[src/design/prf_pkg.sv]
// ----------------------------------------------------------------------------
// prf_pkg: shared types and constants for the response frame parser
// Result record layout, error codes, frame offsets and the hex digit decoder.
// ----------------------------------------------------------------------------
package prf_pkg;

  localparam int unsigned POS_W       = 17;
  localparam int unsigned SIZE_W      = POS_W + 1;
  localparam int unsigned QUEUE_DEPTH = 2;
  localparam int unsigned CFG_ADDR_W  = 3;

  localparam logic [POS_W-1:0] POS_MAX = {POS_W{1'b1}};

  localparam logic [31:0] ASCII_MARK   = 32'h4430_3030;
  localparam logic [15:0] BIN_SUBHDR   = 16'hD000;
  localparam logic [15:0] PAY_IDX_MAX  = 16'd65533;

  // Frame offsets.
  localparam logic [POS_W-1:0] ASC_LEN_FIRST = 17'd14;
  localparam logic [POS_W-1:0] ASC_LEN_LAST  = 17'd17;
  localparam logic [POS_W-1:0] ASC_CMP_FIRST = 17'd18;
  localparam logic [POS_W-1:0] ASC_CMP_LAST  = 17'd21;
  localparam logic [POS_W-1:0] ASC_START     = 17'd22;
  localparam logic [POS_W-1:0] BIN_LEN_LO    = 17'd7;
  localparam logic [POS_W-1:0] BIN_LEN_HI    = 17'd8;
  localparam logic [POS_W-1:0] BIN_CMP_LO    = 17'd9;
  localparam logic [POS_W-1:0] BIN_CMP_HI    = 17'd10;
  localparam logic [POS_W-1:0] BIN_START     = 17'd11;
  localparam logic [POS_W-1:0] MARK_POS      = 17'd3;

  localparam logic [SIZE_W-1:0] ASC_HDR_SIZE = 18'd18;
  localparam logic [SIZE_W-1:0] BIN_HDR_SIZE = 18'd9;
  localparam logic [SIZE_W-1:0] ASC_MIN_SIZE = 18'd22;
  localparam logic [SIZE_W-1:0] BIN_MIN_SIZE = 18'd11;
  localparam logic [15:0]       ASC_MIN_LEN  = 16'd4;
  localparam logic [15:0]       BIN_MIN_LEN  = 16'd2;

  // Register indexes.
  localparam logic [0:0] REG_WRITE_RESPONSE = 1'b0;

  typedef enum logic [0:0] {
    KIND_PAYLOAD = 1'b0,
    KIND_STATUS  = 1'b1
  } kind_t;

  typedef enum logic [2:0] {
    ERR_OK     = 3'd0,
    ERR_SHORT  = 3'd1,
    ERR_SUBHDR = 3'd2,
    ERR_LEN    = 3'd3,
    ERR_SIZE   = 3'd4,
    ERR_HEX    = 3'd5
  } err_t;

  typedef struct packed {
    kind_t       kind;
    logic [7:0]  value;
    logic [15:0] index;
    logic        diag;
    logic        ascii;
    logic [15:0] completion;
    err_t        err;
    logic        last;
  } res_t;

  // Everything one input byte produces: one or two results.
  typedef struct packed {
    res_t first;
    res_t second;
    logic two;
  } pair_t;

  // Bit 4 flags a character that is not a hex digit; the nibble is then zero.
  function automatic logic [4:0] hex_nibble(input logic [7:0] c);
    logic [4:0] r;
    if (c >= 8'h30 && c <= 8'h39) begin
      r = {1'b0, c[3:0]};
    end else if ((c >= 8'h41 && c <= 8'h46) || (c >= 8'h61 && c <= 8'h66)) begin
      r = {1'b0, c[3:0] + 4'd9};
    end else begin
      r = 5'h10;
    end
    return r;
  endfunction

endpackage

[src/design/prf_frame.sv]
// ----------------------------------------------------------------------------
// prf_frame: per-frame state and result computation
// Tracks the byte position, captures header fields and forms the payload
// and status results for each accepted byte.
// ----------------------------------------------------------------------------
module prf_frame (
  input  logic            clk,
  input  logic            rst_n,
  input  logic            accept,
  input  logic [7:0]      frame_byte,
  input  logic            frame_last,
  input  logic            write_response,
  output logic            push,
  output prf_pkg::pair_t  push_pair
);
  import prf_pkg::*;

  logic [POS_W-1:0] pos_r, pos_nxt;
  logic [23:0]      fb_r, fb_nxt;
  logic [15:0]      len_r, len_nxt;
  logic [15:0]      cmp_r, cmp_nxt;
  logic             lbad_r, lbad_nxt;
  logic             cbad_r, cbad_nxt;
  logic             ascii_r, ascii_nxt;

  logic [4:0]        hex;
  logic [POS_W-1:0]  start;
  logic [POS_W-1:0]  offs;
  logic              pay_ok;
  logic [SIZE_W-1:0] size;
  err_t              err;
  res_t              pay_res, stat_res;

  always_comb begin
    hex       = hex_nibble(frame_byte);
    fb_nxt    = fb_r;
    ascii_nxt = ascii_r;
    len_nxt   = len_r;
    cmp_nxt   = cmp_r;
    lbad_nxt  = lbad_r;
    cbad_nxt  = cbad_r;

    // Only the first three bytes are kept; the fourth only decides the mode.
    if (pos_r < MARK_POS) begin
      fb_nxt = {fb_r[15:0], frame_byte};
    end
    if (pos_r == MARK_POS) begin
      ascii_nxt = ({fb_r, frame_byte} == ASCII_MARK);
    end

    if (ascii_nxt) begin
      start = ASC_START;
      if (pos_r >= ASC_LEN_FIRST && pos_r <= ASC_LEN_LAST) begin
        len_nxt  = {len_r[11:0], hex[3:0]};
        lbad_nxt = lbad_r | hex[4];
      end else if (pos_r >= ASC_CMP_FIRST && pos_r <= ASC_CMP_LAST) begin
        cmp_nxt  = {cmp_r[11:0], hex[3:0]};
        cbad_nxt = cbad_r | hex[4];
      end
    end else begin
      start = BIN_START;
      if (pos_r == BIN_LEN_LO) begin
        len_nxt = {len_r[15:8], frame_byte};
      end else if (pos_r == BIN_LEN_HI) begin
        len_nxt = {frame_byte, len_r[7:0]};
      end else if (pos_r == BIN_CMP_LO) begin
        cmp_nxt = {cmp_r[15:8], frame_byte};
      end else if (pos_r == BIN_CMP_HI) begin
        cmp_nxt = {frame_byte, cmp_r[7:0]};
      end
    end

    pos_nxt = (pos_r == POS_MAX) ? pos_r : pos_r + 1'b1;
    offs    = pos_r - start;
    pay_ok  = (pos_r >= start) && (offs <= {1'b0, PAY_IDX_MAX});

    // A saturated counter reports one past its maximum, which never matches.
    size = (pos_r == POS_MAX) ? {1'b1, {POS_W{1'b0}}} : {1'b0, pos_r} + 1'b1;

    if (ascii_nxt) begin
      priority if (size < ASC_MIN_SIZE) begin
        err = ERR_SHORT;
      end else if (lbad_nxt) begin
        err = ERR_HEX;
      end else if (len_nxt < ASC_MIN_LEN) begin
        err = ERR_LEN;
      end else if (size != ASC_HDR_SIZE + {2'b00, len_nxt}) begin
        err = ERR_SIZE;
      end else if (cbad_nxt) begin
        err = ERR_HEX;
      end else begin
        err = ERR_OK;
      end
    end else begin
      priority if (size < BIN_MIN_SIZE) begin
        err = ERR_SHORT;
      end else if (fb_nxt[23:8] != BIN_SUBHDR) begin
        err = ERR_SUBHDR;
      end else if (len_nxt < BIN_MIN_LEN) begin
        err = ERR_LEN;
      end else if (size != BIN_HDR_SIZE + {2'b00, len_nxt}) begin
        err = ERR_SIZE;
      end else begin
        err = ERR_OK;
      end
    end

    pay_res.kind       = KIND_PAYLOAD;
    pay_res.value      = frame_byte;
    pay_res.index      = offs[15:0];
    pay_res.diag       = (cmp_nxt != 16'd0) || write_response;
    pay_res.ascii      = ascii_nxt;
    pay_res.completion = 16'd0;
    pay_res.err        = ERR_OK;
    pay_res.last       = ~frame_last;

    stat_res.kind       = KIND_STATUS;
    stat_res.value      = 8'd0;
    stat_res.index      = 16'd0;
    stat_res.diag       = 1'b0;
    stat_res.ascii      = ascii_nxt;
    stat_res.completion = (err == ERR_OK) ? cmp_nxt : 16'd0;
    stat_res.err        = err;
    stat_res.last       = 1'b1;

    push             = accept && (pay_ok || frame_last);
    push_pair.first  = pay_ok ? pay_res : stat_res;
    push_pair.second = stat_res;
    push_pair.two    = pay_ok && frame_last;
  end

  always_ff @(posedge clk) begin
    if (!rst_n) begin
      pos_r   <= '0;
      fb_r    <= '0;
      len_r   <= '0;
      cmp_r   <= '0;
      lbad_r  <= 1'b0;
      cbad_r  <= 1'b0;
      ascii_r <= 1'b0;
    end else if (accept) begin
      if (frame_last) begin
        pos_r   <= '0;
        fb_r    <= '0;
        len_r   <= '0;
        cmp_r   <= '0;
        lbad_r  <= 1'b0;
        cbad_r  <= 1'b0;
        ascii_r <= 1'b0;
      end else begin
        pos_r   <= pos_nxt;
        fb_r    <= fb_nxt;
        len_r   <= len_nxt;
        cmp_r   <= cmp_nxt;
        lbad_r  <= lbad_nxt;
        cbad_r  <= cbad_nxt;
        ascii_r <= ascii_nxt;
      end
    end
  end

endmodule

[src/design/prf_out_queue.sv]
// ----------------------------------------------------------------------------
// prf_out_queue: result queue
// Holds the results of accepted bytes and hands them out one per transfer.
// ----------------------------------------------------------------------------
module prf_out_queue #(
  parameter int unsigned DEPTH = prf_pkg::QUEUE_DEPTH
) (
  input  logic           clk,
  input  logic           rst_n,
  input  logic           push,
  input  prf_pkg::pair_t push_pair,
  output logic           full,
  output logic           out_valid,
  input  logic           out_ready,
  output prf_pkg::res_t  out_res
);
  import prf_pkg::*;

  localparam int unsigned PTR_W = (DEPTH > 1) ? $clog2(DEPTH) : 1;
  localparam int unsigned CNT_W = $clog2(DEPTH + 1);
  localparam logic [PTR_W-1:0] PTR_LAST = PTR_W'(DEPTH - 1);
  localparam logic [CNT_W-1:0] CNT_FULL = CNT_W'(DEPTH);

  pair_t            mem_r [DEPTH];
  logic [PTR_W-1:0] wr_r, wr_nxt;
  logic [PTR_W-1:0] rd_r, rd_nxt;
  logic [CNT_W-1:0] cnt_r, cnt_nxt;
  logic             sub_r, sub_nxt;
  logic             pop_res, pop_entry;
  pair_t            head;

  always_comb begin
    head      = mem_r[rd_r];
    full      = (cnt_r == CNT_FULL);
    out_valid = (cnt_r != '0);
    out_res   = sub_r ? head.second : head.first;

    pop_res   = out_valid && out_ready;
    // The entry leaves with its last result.
    pop_entry = pop_res && (sub_r || !head.two);

    sub_nxt = sub_r;
    if (pop_res) begin
      sub_nxt = !pop_entry;
    end

    wr_nxt = wr_r;
    if (push) begin
      wr_nxt = (wr_r == PTR_LAST) ? '0 : wr_r + 1'b1;
    end
    rd_nxt = rd_r;
    if (pop_entry) begin
      rd_nxt = (rd_r == PTR_LAST) ? '0 : rd_r + 1'b1;
    end

    cnt_nxt = cnt_r;
    unique case ({push, pop_entry})
      2'b10:   cnt_nxt = cnt_r + 1'b1;
      2'b01:   cnt_nxt = cnt_r - 1'b1;
      default: cnt_nxt = cnt_r;
    endcase
  end

  always_ff @(posedge clk) begin
    if (!rst_n) begin
      wr_r  <= '0;
      rd_r  <= '0;
      cnt_r <= '0;
      sub_r <= 1'b0;
    end else begin
      wr_r  <= wr_nxt;
      rd_r  <= rd_nxt;
      cnt_r <= cnt_nxt;
      sub_r <= sub_nxt;
    end
  end

  always_ff @(posedge clk) begin
    if (push) begin
      mem_r[wr_r] <= push_pair;
    end
  end

endmodule

[src/design/plc_response_frame_parser.sv]
// Each result is written into the result queue and offered from there.
// Throughput: one byte per cycle; a final byte that also carries payload
// yields two results, which leave over two output transfers.
// The input is held off only while the result queue is full.
// Reset: synchronous, active low; clears the frame state, the queue and
// the write_response register.
// ----------------------------------------------------------------------------
// plc_response_frame_parser: response frame parser top level
// Byte-wide frame parser with an APB-style register port and a result queue.
// ----------------------------------------------------------------------------
module plc_response_frame_parser #(
  parameter int unsigned QUEUE_DEPTH = prf_pkg::QUEUE_DEPTH
) (
  input  logic                           clk,
  input  logic                           rst_n,
  // Input channel
  input  logic                           in_valid,
  output logic                           in_ready,
  input  logic [7:0]                     in_frame_byte,
  input  logic                           in_frame_last,
  // Result channel
  output logic                           out_valid,
  input  logic                           out_ready,
  output logic                           out_result_kind,
  output logic [7:0]                     out_payload_value,
  output logic [15:0]                    out_payload_index,
  output logic                           out_is_diagnostic,
  output logic                           out_ascii_framing,
  output logic [15:0]                    out_completion_value,
  output logic [2:0]                     out_error_code,
  output logic                           out_last_of_run,
  // Configuration port
  input  logic                           cfg_psel,
  input  logic                           cfg_penable,
  input  logic                           cfg_pwrite,
  input  logic [prf_pkg::CFG_ADDR_W-1:0] cfg_paddr,
  input  logic [31:0]                    cfg_pwdata,
  output logic [31:0]                    cfg_prdata,
  output logic                           cfg_pready
);
  import prf_pkg::*;

  logic  write_response_r;
  logic  cfg_wr;
  logic  accept;
  logic  full;
  logic  push;
  pair_t push_pair;
  res_t  out_res;

  assign cfg_pready = 1'b1;
  assign cfg_wr     = cfg_psel && cfg_penable && cfg_pwrite &&
                      (cfg_paddr[CFG_ADDR_W-1:2] == REG_WRITE_RESPONSE);
  assign cfg_prdata = (cfg_paddr[CFG_ADDR_W-1:2] == REG_WRITE_RESPONSE) ?
                      {31'd0, write_response_r} : 32'd0;

  always_ff @(posedge clk) begin
    if (!rst_n) begin
      write_response_r <= 1'b0;
    end else if (cfg_wr) begin
      write_response_r <= cfg_pwdata[0];
    end
  end

  assign in_ready = !full;
  assign accept   = in_valid && in_ready;

  prf_frame u_frame (
    .clk            (clk),
    .rst_n          (rst_n),
    .accept         (accept),
    .frame_byte     (in_frame_byte),
    .frame_last     (in_frame_last),
    .write_response (write_response_r),
    .push           (push),
    .push_pair      (push_pair)
  );

  prf_out_queue #(
    .DEPTH (QUEUE_DEPTH)
  ) u_queue (
    .clk       (clk),
    .rst_n     (rst_n),
    .push      (push),
    .push_pair (push_pair),
    .full      (full),
    .out_valid (out_valid),
    .out_ready (out_ready),
    .out_res   (out_res)
  );

  assign out_result_kind      = out_res.kind;
  assign out_payload_value    = out_res.value;
  assign out_payload_index    = out_res.index;
  assign out_is_diagnostic    = out_res.diag;
  assign out_ascii_framing    = out_res.ascii;
  assign out_completion_value = out_res.completion;
  assign out_error_code       = out_res.err;
  assign out_last_of_run      = out_res.last;

endmodule

[config.mk]
export PLATFORM = sky130hd
export DESIGN_NAME = plc_response_frame_parser
export DESIGN_NICKNAME = d
export VERILOG_FILES = /design/src/design/prf_pkg.sv /design/src/design/prf_frame.sv /design/src/design/prf_out_queue.sv /design/src/design/plc_response_frame_parser.sv
export SDC_FILE = /design/constraint.sdc
export NUM_CORES = 1
export LEC_CHECK = 0
export BUFFER_PORTS_ARGS = -buffer_cell sky130_fd_sc_hd__buf_2
export CAP_MARGIN = 20
export CORE_AREA = 2 2 190 238
export DETAILED_ROUTE_END_ITERATION = 8
export DIE_AREA = 0 0 192 240
export PLACE_DENSITY = 0.43
export SLEW_MARGIN = 0
export SYNTH_ARGS = -nofsm -noshare
export SYNTH_HDL_FRONTEND = slang
export SYNTH_SLANG_ARGS = --single-unit
[constraint.sdc]
create_clock -name clk -period 12.5 [get_ports clk]
set_input_delay 2.5 -clock clk [delete_from_list [all_inputs] [get_ports clk]]
set_output_delay 2.5 -clock clk [all_outputs]
set_load 0.1 [all_outputs]
### Yosys cells after proc, flatten, opt, wreduce, memory -nomap -nowiden

Memories as Yosys holds them, arrays and structs flattened. A register that Yosys moved wholly into a read port is not among the register bits.
Cells that the tools add are included.

| word-level totals | value |
|---|---|
| register bits after elaboration | 82 |
| bits in writable memories | 136 |
| bits of input ports | 51 |
| word-level logic and storage cells | 138 |
| memories kept | 1 |

Memory list:

| memory | depth | width | read ports | clocked after Yosys merged registers in | write ports | line | text |
|---|---|---|---|---|---|---|---|
| u_queue.mem_r | 2 | 68 | 1 | 1 | 1 | prf_out_queue.sv:24 | `pair_t mem_r [DEPTH];` |

| cells by class | value |
|---|---|
| add/sub/neg operators | 10 |
| $lt $le $gt $ge | 17 |
| eq/ne operators | 14 |
| multiplexer cells | 51 |
| bitwise operators | 4 |
| reductions and logical operators | 28 |

Operators by type and width:

| kind | count |
|---|---|
| 2-to-1 mux 16 bit | 14 |
| 2-to-1 mux 47 bit | 2 |
| == test 17 x 4 -> 1 bit (second input constant) | 3 |
| 2-to-1 mux 24 bit | 2 |
| != test 18 bit | 2 |
| less-or-equal comparator 17 x 5 -> 1 bit (second input constant) | 2 |
| 2-to-1 mux 17 bit | 2 |
| == test 32 x 31 -> 1 bit (second input constant) | 1 |
| 2-to-1 mux 3 bit | 10 |
| adder 17 x 1 -> 18 bit (second input constant) | 1 |
| less-than comparator 18 x 4 -> 1 bit (second input constant) | 1 |
| less-than comparator 18 x 5 -> 1 bit (second input constant) | 1 |
| 2-to-1 mux 18 bit | 1 |
| adder 17 x 1 -> 17 bit (second input constant) | 1 |
| adder 4 x 16 -> 17 bit (first input constant) | 1 |
| adder 5 x 16 -> 17 bit (first input constant) | 1 |
| == test 17 bit (second input constant) | 1 |
| == test 17 x 2 -> 1 bit (second input constant) | 1 |
| == test 17 x 3 -> 1 bit (second input constant) | 1 |
| >= comparator 17 x 4 -> 1 bit (second input constant) | 1 |
| >= comparator 17 x 5 -> 1 bit | 1 |
| >= comparator 17 x 5 -> 1 bit (second input constant) | 1 |
| less-or-equal comparator 17 x 16 -> 1 bit (second input constant) | 1 |
| less-than comparator 17 x 2 -> 1 bit (second input constant) | 1 |
| 27 further kinds | 71 |

### Longest topological paths before layout

Gate-level depths: netlist (run 1).

| logic depth | value |
|---|---|
| depth in word-level cells | 18 |
| gate-level depth with buffers | 24 |

### Hierarchy

Synthesis (run 1) repeated with hierarchy kept, for this count alone.

| unflattened totals | value |
|---|---|
| cells, all modules | 1,277 |
| area total of the unflattened synthesis | 14,627.8 sq um |

Modules (own cells, without submodules):

| module | times used | cells each | area each (sq um) |
|---|---|---|---|
| prf_out_queue | 1 | 285 | 7,216.9 |
| prf_frame | 1 | 950 | 7,085.5 |
| plc_response_frame_parser | 1 | 42 | 325.3 |

### Least setup slack after synthesis (run 1)

Ideal clock, no wire load.

| timing | value |
|---|---|
| path type | input to register |
| start | in in_frame_byte[1] |
| end | mem u_queue.mem_r[0][0] in the netlist's numbering (enable) |
| arrival | 8.854 ns |
| data required time | 12.006 ns |
| slack | 3.153 ns |
| stages | 18 |
| path buffers | 2 |
| cell sequence | clkbuf_1 > inv_1 > ha_1 > nor4bb_1 > nand4_1 > nor4_4 > nor2_4 > buf_6 > ha_1 > and3b_1 > o21a_1 > o21ai_0 > nand2b_1 > or4_1 > a31oi_1 > o41ai_1 > a21o_1 > nor2_1 |

| on the way | value |
|---|---|
| cells in the longest elaborated chain, start to end | 10 |
| elaborated cells on any way between the ends | 11 |
| those cells by class | 1 x add/sub; 2 x order compare; 1 x eq/ne; 4 x mux; 3 x reduce/logical |

Ends and longest elaborated chain:

| what | line | text |
|---|---|---|
| start, declared | plc_response_frame_parser.sv:19 | `input logic [7:0] in_frame_byte,` |
| == test 32 x 31 -> 1 bit * | prf_frame.sv:48 | `ascii_nxt = ({fb_r, frame_byte} == ASCII_MARK);` |
| 2-to-1 mux 1 bit * | prf_frame.sv:47 | `if (pos_r == MARK_POS) begin` |
| 2-to-1 mux 5 bit * | prf_frame.sv:51 | `if (ascii_nxt) begin` |
| subtractor 17 x 5 -> 17 bit | prf_frame.sv:74 | `offs = pos_r - start;` |
| less-or-equal comparator 17 x 16 -> 1 bit | prf_frame.sv:75 | `pay_ok = (pos_r >= start) && (offs <= {1'b0, PAY_IDX_MAX});` |
| logical AND 1 bit * | prf_frame.sv:75 |  |
| logical OR 1 bit * | prf_frame.sv:126 | `push = accept && (pay_ok \|\| frame_last);` |
| logical AND 1 bit * | prf_frame.sv:126 |  |
| 2-to-1 mux 1 bit * | prf_out_queue.sv:79 | `if (push) begin` |
| 2-to-1 mux 1 bit (not written as such) * | prf_out_queue.sv:80 | `mem_r[wr_r] <= push_pair;` |
| end, declared | prf_out_queue.sv:24 |  |

Every way passes the cells marked *; elsewhere a longest branch is shown, timed or not.

### Final worst setup path (run 1)

| timing | value |
|---|---|
| start | in in_frame_byte[1] |
| end | mem u_queue.mem_r[0][27] in the netlist's numbering (enable) |

Same word-level chain as after synthesis.

==> impl_metrics.toml, run 1 <==
[run_status]
outcome = "finished, final reports clean"

[cells_and_area]
layout.nets = 1376
layout-drive-gt1-share_pct = 17.3
diodes = 0
regArea_mm2 = 0.00569
nFillCells = 4498
post-route-cell-area_mm2 = 0.0145
area_growth_syn_to_layout_pct = 11.4
multi_input_area_mm2 = 0.00669

[synth]
syn_area_mm2 = 0.0130
ys.flop_type = "edfxtp_1"
netlist_top_cells_count = "edfxtp_1 (134), nor2_1 (113), nand2_1 (91), dfxtp_1 (83), nor2b_1 (64)"
ys_types = 106
synth.area.top_cells = "edfxtp_1 (31%), dfxtp_1 (13%), a22oi_1 (3.3%), mux4_2 (3.3%), nor2_1 (3.3%)"
syn_avg_cell_area_um2 = 10.1
ys_async_sr_fraction_pct = 0
synth_seq_cells = 217
synthDominantCellAreaShare_pct = 30.9
syn_inst = 1288
ys_warn_count = 0
synth_top_area_cell = "edfxtp_1"
synth_most_common_cell = "edfxtp_1"
synth-edff-count = 134
seq_area_frac_synth_pct = 43.7

[worst_hold_path]
min_path_type = "reg -> reg"
min_path_cells = 2
whs_endpoint = "u_frame.fb_r[22]"
hold_start = "u_frame.fb_r[22]"

[sta]
clock.fmax_ghz = 0.120
worst_pin_slew_ps = 1070
relSlewSlack_pct = 28.9
setup_viol_count_final = 0
finalCritPeriodShare_pct = 66.4
period_minus_slack_ps = 8300
rsz0062_at_grt = "false"
finClkSkew_ps = 13.2
finalHoldViolCount = 0
drv_slew = 0
fin_setup_tns_ps = 0

[worst_setup_path]
cp_top_family = "simple AND/OR/NAND/NOR gates"
cpPeakStageDelay_ps = 670
cp_max_fo = 53
crit_slowest_cell = "buf_4"
critPathKind = "in -> reg"
worstPathArrival_ps = 8460
path_cells = "buf_2 > inv_1 > ha_1 > nor4bb_1 > nand4_1 > nor4_4 > nor2_4 > ha_1 > and3b_1 > o21a_1 > o21ai_0 > nand2b_1 > or4_1 > a31oi_1 > o41ai_2 > buf_4 > a21o_1 > nor2_4 > buf_4"
required_ps = 12650
r2r-end = "u_queue.mem_r[1][6]"
crit_cells = 19
reg2reg_slack_ps = 5230
r2r-start = "u_frame.pos_r[1]"
r2r_cells = 19
crit_buf_inv = 4
cp-end-kind = "flop"
start_kind = "input pin"

[route]
wl_um = 39000
dr.pass1.iters = 5
drtAntennaViolNets = 0
drt-initial-drc-count = 603
drt-wirelength-per-cell_um = 20.6
drc = 0
routed_via_density = 5.30
vias = 10100

[pwr]
seqPwrFrac_pct = 40.5
p_sw_mw = 0.639
leakage_nw = 4.94
pwr-share-clk_pct = 38.3
ir_drop_uv = 110
p_sw_share_pct = 33.1
p_int_mw = 1.29
combPwrFrac_pct = 21.1
p_per_area_mw_per_mm2 = 133

[grt]
grt-ovfl-total = 0
grt_pass1_vias = 9781
grt_pass1_wl_um = 59200
antenna_found_initial = 0
grt_max_degree = 83
grt.total_usage_pct = 16.7

[cts]
clk_latency_ps = 530
ctsResizeCount = 0
cts_buffers = 24
cts_htree_levels = 1
cts_tree = "yes"
clk_pin_slew_ps = 60
cts_hold_buf = 0
cts.sinks = 217
post_cts_buffers = 0
root_buffer = "clkbuf_16"
clockBufferDepth = 3

[placement]
dp.final_hpwl_um = 26700
placed_area_mm2 = 0.0137
gp_congestion = 0.886
numPortBuffers = 67

[floorplanning]
initial_core_util_pct = 29.6
die-width_um = 192
core-area_mm2 = 0.0439
die_h_um = 240
die_area_mm2 = 0.0461
rows = 86
io_pins = 133

[flow_run]
timing.max_cap.violations = 0
-- cell usage in the layout (no fill, tap or decap), types with 23 or more instances in the layout --
cell type,n
nor3_1,35
mux2i_1,35
nand2_1,91
xnor2_1,30
dfxtp_1,81
inv_1,28
buf_2,67
a21oi_1,46
and2_1,30
o21ai_0,43
edfxtp_1,134
nor2b_1,64
xor2_1,25
clkbuf_16,25
a22oi_1,57
nand3_1,23
conb_1,32
nor4_2,28
nor2_1,110
-- state kept, by name, indices dropped and copies added, names as in the netlist, named ones only --
| signal | cells |
|---|---|
| u_frame.len_r | 16 |
| u_queue.rd_r | 1 |
| write_response_r | 1 |
| u_frame.cbad_r | 1 |
| u_frame.pos_r | 17 |
| u_frame.ascii_r | 1 |
| u_frame.cmp_r | 16 |
| u_queue.cnt_r | 2 |
| u_queue.wr_r | 1 |
| u_queue.mem_r | 134 |
| u_frame.lbad_r | 1 |
| u_frame.fb_r | 24 |
| u_queue.sub_r | 1 |
-- metal layers --
layer / vias to the layer above / routed length (µm) / GRT usage, %
met5: - / 0 / 0
met2: 236 / 19400 / 29.6
li1: 4802 / - / -
met4: 0 / 1290 / 6.11
met1: 4939 / 16800 / 21.1
met3: 73 / 1500 / 1.53
-- tightest hold or removal path, stage by stage (launching register included) --
cell and delay (ps):
dfxtp_1 320, a22oi_1 70, nor2b_1 100
-- worst max-delay path by stage --
stage,startpoint,endpoint
after floorplan,in_frame_byte[1],u_queue.mem_r[0][0]
after global placement,in_frame_byte[1],u_queue.mem_r[0][5]
after detailed placement,in_frame_byte[1],u_queue.mem_r[0][5]
after CTS,in_frame_byte[1],u_queue.mem_r[0][25]
after global routing,in_frame_byte[1],u_queue.mem_r[0][23]
final,in_frame_byte[1],u_queue.mem_r[0][27]
-- area by class of cell --
class | count | area share, %
repair buffers | 87 | 3.35
well taps | 572 | 4.93
flip-flops and latches | 217 | 39.2
clock inverters | 14 | 1.22
inverters | 29 | 0.750
multi-input cells | 949 | 46.1
clock buffers | 30 | 4.44
-- power groups by stage --
stage / Combinational [mW] / Clock (mW) / Sequential [mW]
global placement: 0.413 / 0 / 0.798
detailed placement: 0.414 / 0 / 0.799
finish: 0.408 / 0.740 / 0.783
global route: 0.428 / 0.785 / 0.784
CTS: 0.414 / 0.763 / 0.783
floorplan: 0.352 / 0 / 0.798
-- stage by stage --
step / hold slack (ps) / worst slack [ps] / utilization [%] / instances / power, mW
after detailed placement: 499 / 3630 / 31.2 / 1854 / 1.21
after CTS: 515 / 4160 / 33.0 / 1898 / 1.96
final: 512 / 4200 / 33.0 / 1898 / 1.93
after floorplan: 466 / 3150 / - / 1318 / 1.15
after global routing: 524 / 3740 / 33.0 / 1898 / 2.00
after global placement: 490 / 3560 / 31.2 / 1854 / 1.21
-- kinds of logic (layout without fill, tap and decap cells) --
| group | after synthesis | in the layout | share of synthesized area, % |
|---|---|---|---|
| AOI/OAI and AO/OA | 277 | 277 | 15.4 |
| buffers and inverters | 152 | 160 | 6.22 |
| adders and majority gates | 17 | 17 | 1.63 |
| muxes | 60 | 60 | 6.52 |
| xor gates and xnor gates | 55 | 55 | 3.70 |
| DFF | 217 | 217 | 43.7 |
| and+or+nand+nor | 508 | 508 | 22.8 |
| other | 2 | 32 | 0.0577 |
Note: power is estimated with default switching activity, not from simulation.
==> run 2: changes to the inputs <==
==> constraint.sdc (replaced) <==
create_clock -name clk -period 8.45 [get_ports clk]
set_input_delay 1.69 -clock clk [delete_from_list [all_inputs] [get_ports clk]]
set_output_delay 1.69 -clock clk [all_outputs]
set_load 0.1 [all_outputs]
==> run 2 against run 1 <==
Effect of this change: core utilization is 0.057 points higher; clock skew is 1.3 ps lower; final cell count is 0.32% higher; sequential power is 48% higher; worst setup slack worse by 2900 ps; combinational power is 48% higher; sequential share of layout area is 0.067 points lower; clock-buffer cell count stayed put; register-to-register slack worse by 3600 ps.
==> impl_metrics.toml, run 2 (same netlist as run 1, synthesis figures left out) <==
[run_status]
outcome = "finished, final reports clean"

[cells_and_area]
layout_commonest_cell = "edfxtp_1"
multi_input_area_mm2 = 0.00669
regMostFlops = "u_queue.mem_r"
regArea_mm2 = 0.00569
final_cell_mix = "edfxtp_1 (134), nor2_1 (110), nand2_1 (91)"
reg.largest.list = "u_queue.mem_r: 134 flops, u_frame.fb_r: 24 flops, u_frame.pos_r: 17 flops"
nFillCells = 4464
layout.nets = 1381
diodes = 0
largest_register_ffs = 134
post-route-cell-area_mm2 = 0.0145
stdcell_count = 1904
layout-drive-gt1-share_pct = 18.1
area_growth_syn_to_layout_pct = 11.6

[route]
drt-initial-drc-count = 535
dr.pass1.iters = 5
vias = 10100
drc = 0
drtAntennaViolNets = 0
routed_via_density = 5.28
wl_um = 39500
drt-wirelength-per-cell_um = 20.8

[sta]
fin_setup_tns_ps = 0
drv_slew = 0
relSlewSlack_pct = 29.1
worst_pin_slew_ps = 1060
period_minus_slack_ps = 7110
rsz0062_at_grt = "false"
setup_viol_count_final = 0
clock.fmax_ghz = 0.141
finalCritPeriodShare_pct = 84.1
finalHoldViolCount = 0
finClkSkew_ps = 11.9

[worst_setup_path]
cp_max_fo = 15
cp-end-kind = "flop"
critPathKind = "in -> reg"
reg2reg_slack_ps = 1650
start_kind = "input pin"
worstPathArrival_ps = 7570
r2r-end = "u_queue.cnt_r[1]"
required_ps = 8910
r2r_cells = 18
r2r-start = "u_frame.pos_r[1]"

[pwr]
leakage_nw = 4.98
p_sw_share_pct = 34.1
p_int_mw = 1.87
combPwrFrac_pct = 21.3
p_sw_mw = 0.968
seqPwrFrac_pct = 40.8
report.power.total_mw = 2.84
ir_drop_uv = 177
p_per_area_mw_per_mm2 = 196
pwr-share-clk_pct = 38.0

[worst_hold_path]
min_path_cells = 2
whs_endpoint = "u_queue.cnt_r[1]"
min_path_type = "reg -> reg"
hold_start = "u_queue.cnt_r[1]"

[placement]
numPortBuffers = 67
dp_cells = 1858
gp_congestion = 0.869
dp.final_hpwl_um = 27300
placed_area_mm2 = 0.0137

[floorplanning]
die_area_mm2 = 0.0461
rows = 86
die_h_um = 240
core-area_mm2 = 0.0439
die-width_um = 192
initial_core_util_pct = 29.6
io_pins = 133

[cts]
cts_hold_buf = 0
post_cts_buffers = 0
clk_latency_ps = 540
cts_htree_levels = 1
cts_tree = "yes"
root_buffer = "clkbuf_16"
clk_pin_slew_ps = 60
cts_buffers = 25
ctsResizeCount = 0
cts.sinks = 217
clockBufferDepth = 3

[grt]
grt.total_usage_pct = 16.9
grt_max_degree = 83
grt_pass1_vias = 9826
grt_pass1_wl_um = 60200
grt-ovfl-total = 0
antenna_found_initial = 0

[flow_run]
timing.max_cap.violations = 0
-- run 2: power by group through the flow --
stage / combinational (mW) / sequential [mW] / clock (mW)
2_1_floorplan: 0.520 / 1.18 / 0
3_3_place_gp: 0.611 / 1.18 / 0
3_5_place_dp: 0.611 / 1.18 / 0
4_1_cts: 0.612 / 1.16 / 1.11
5_1_grt: 0.630 / 1.16 / 1.15
6_report: 0.604 / 1.16 / 1.08
-- run 2: stage by stage --
stage               hold WS, ps  setup WS, ps  utilization (%)
finish                      519          1340             33.1
global route                539          1040             33.1
CTS                         522          1380             33.1
detailed placement          511           844             31.3
global placement            493           834             31.3
floorplan                   466          1040                -
-- run 2: metal layers --
metal  up-vias  routed length, µm  GRT usage [%]  share of wire (%)
li1       4799                  -              -                  -
met1      4914              17100           21.6                 43
met2       294              19700           29.8                 50
met3        55               1720           1.69                4.3
met4         0               1010           5.09                2.6
met5         -                  0              0                  0
-- run 2: layout make-up --
class | instances | area share [%]
Clock buffer | 30 | 4.57
Sequential cell | 217 | 39.1
Inverter | 29 | 0.749
Timing Repair Buffer | 91 | 3.63
Tap cell | 572 | 4.93
Multi-Input combinational cell | 949 | 46.0
Clock inverter | 16 | 0.956
-- run 2: worst max-delay path by stage --
| stage | from | endpoint | slack [ps] | cells past startpoint |
|---|---|---|---|---|
| global placement | in_frame_byte[1] | u_queue.cnt_r[1] | 830 | 20 |
| floorplan | in_frame_byte[1] | u_queue.mem_r[0][0] | 1040 | 18 |
| detailed placement | in_frame_byte[1] | u_queue.cnt_r[1] | 840 | 20 |
| global route | in_frame_byte[1] | u_queue.mem_r[1][19] | 1040 | 22 |
| finish | in_frame_byte[1] | u_queue.cnt_r[1] | 1340 | 20 |
| CTS | in_frame_byte[1] | u_queue.cnt_r[1] | 1380 | 20 |
-- run 2: critical path: stages --
cell and delay, ps:
buf_2 180, inv_1 250, ha_1 220, nor4bb_1 310, nand4_1 210, nor4_4 640, nor2_4 260, ha_1 430
and3b_1 200, o21a_1 170, o21ai_0 140, nand2b_1 140, or4_1 570, nor3_1 210, a31oi_1 80, o41ai_2 660
a21o_1 370, ha_1 310, or3_1 350, a21boi_0 160
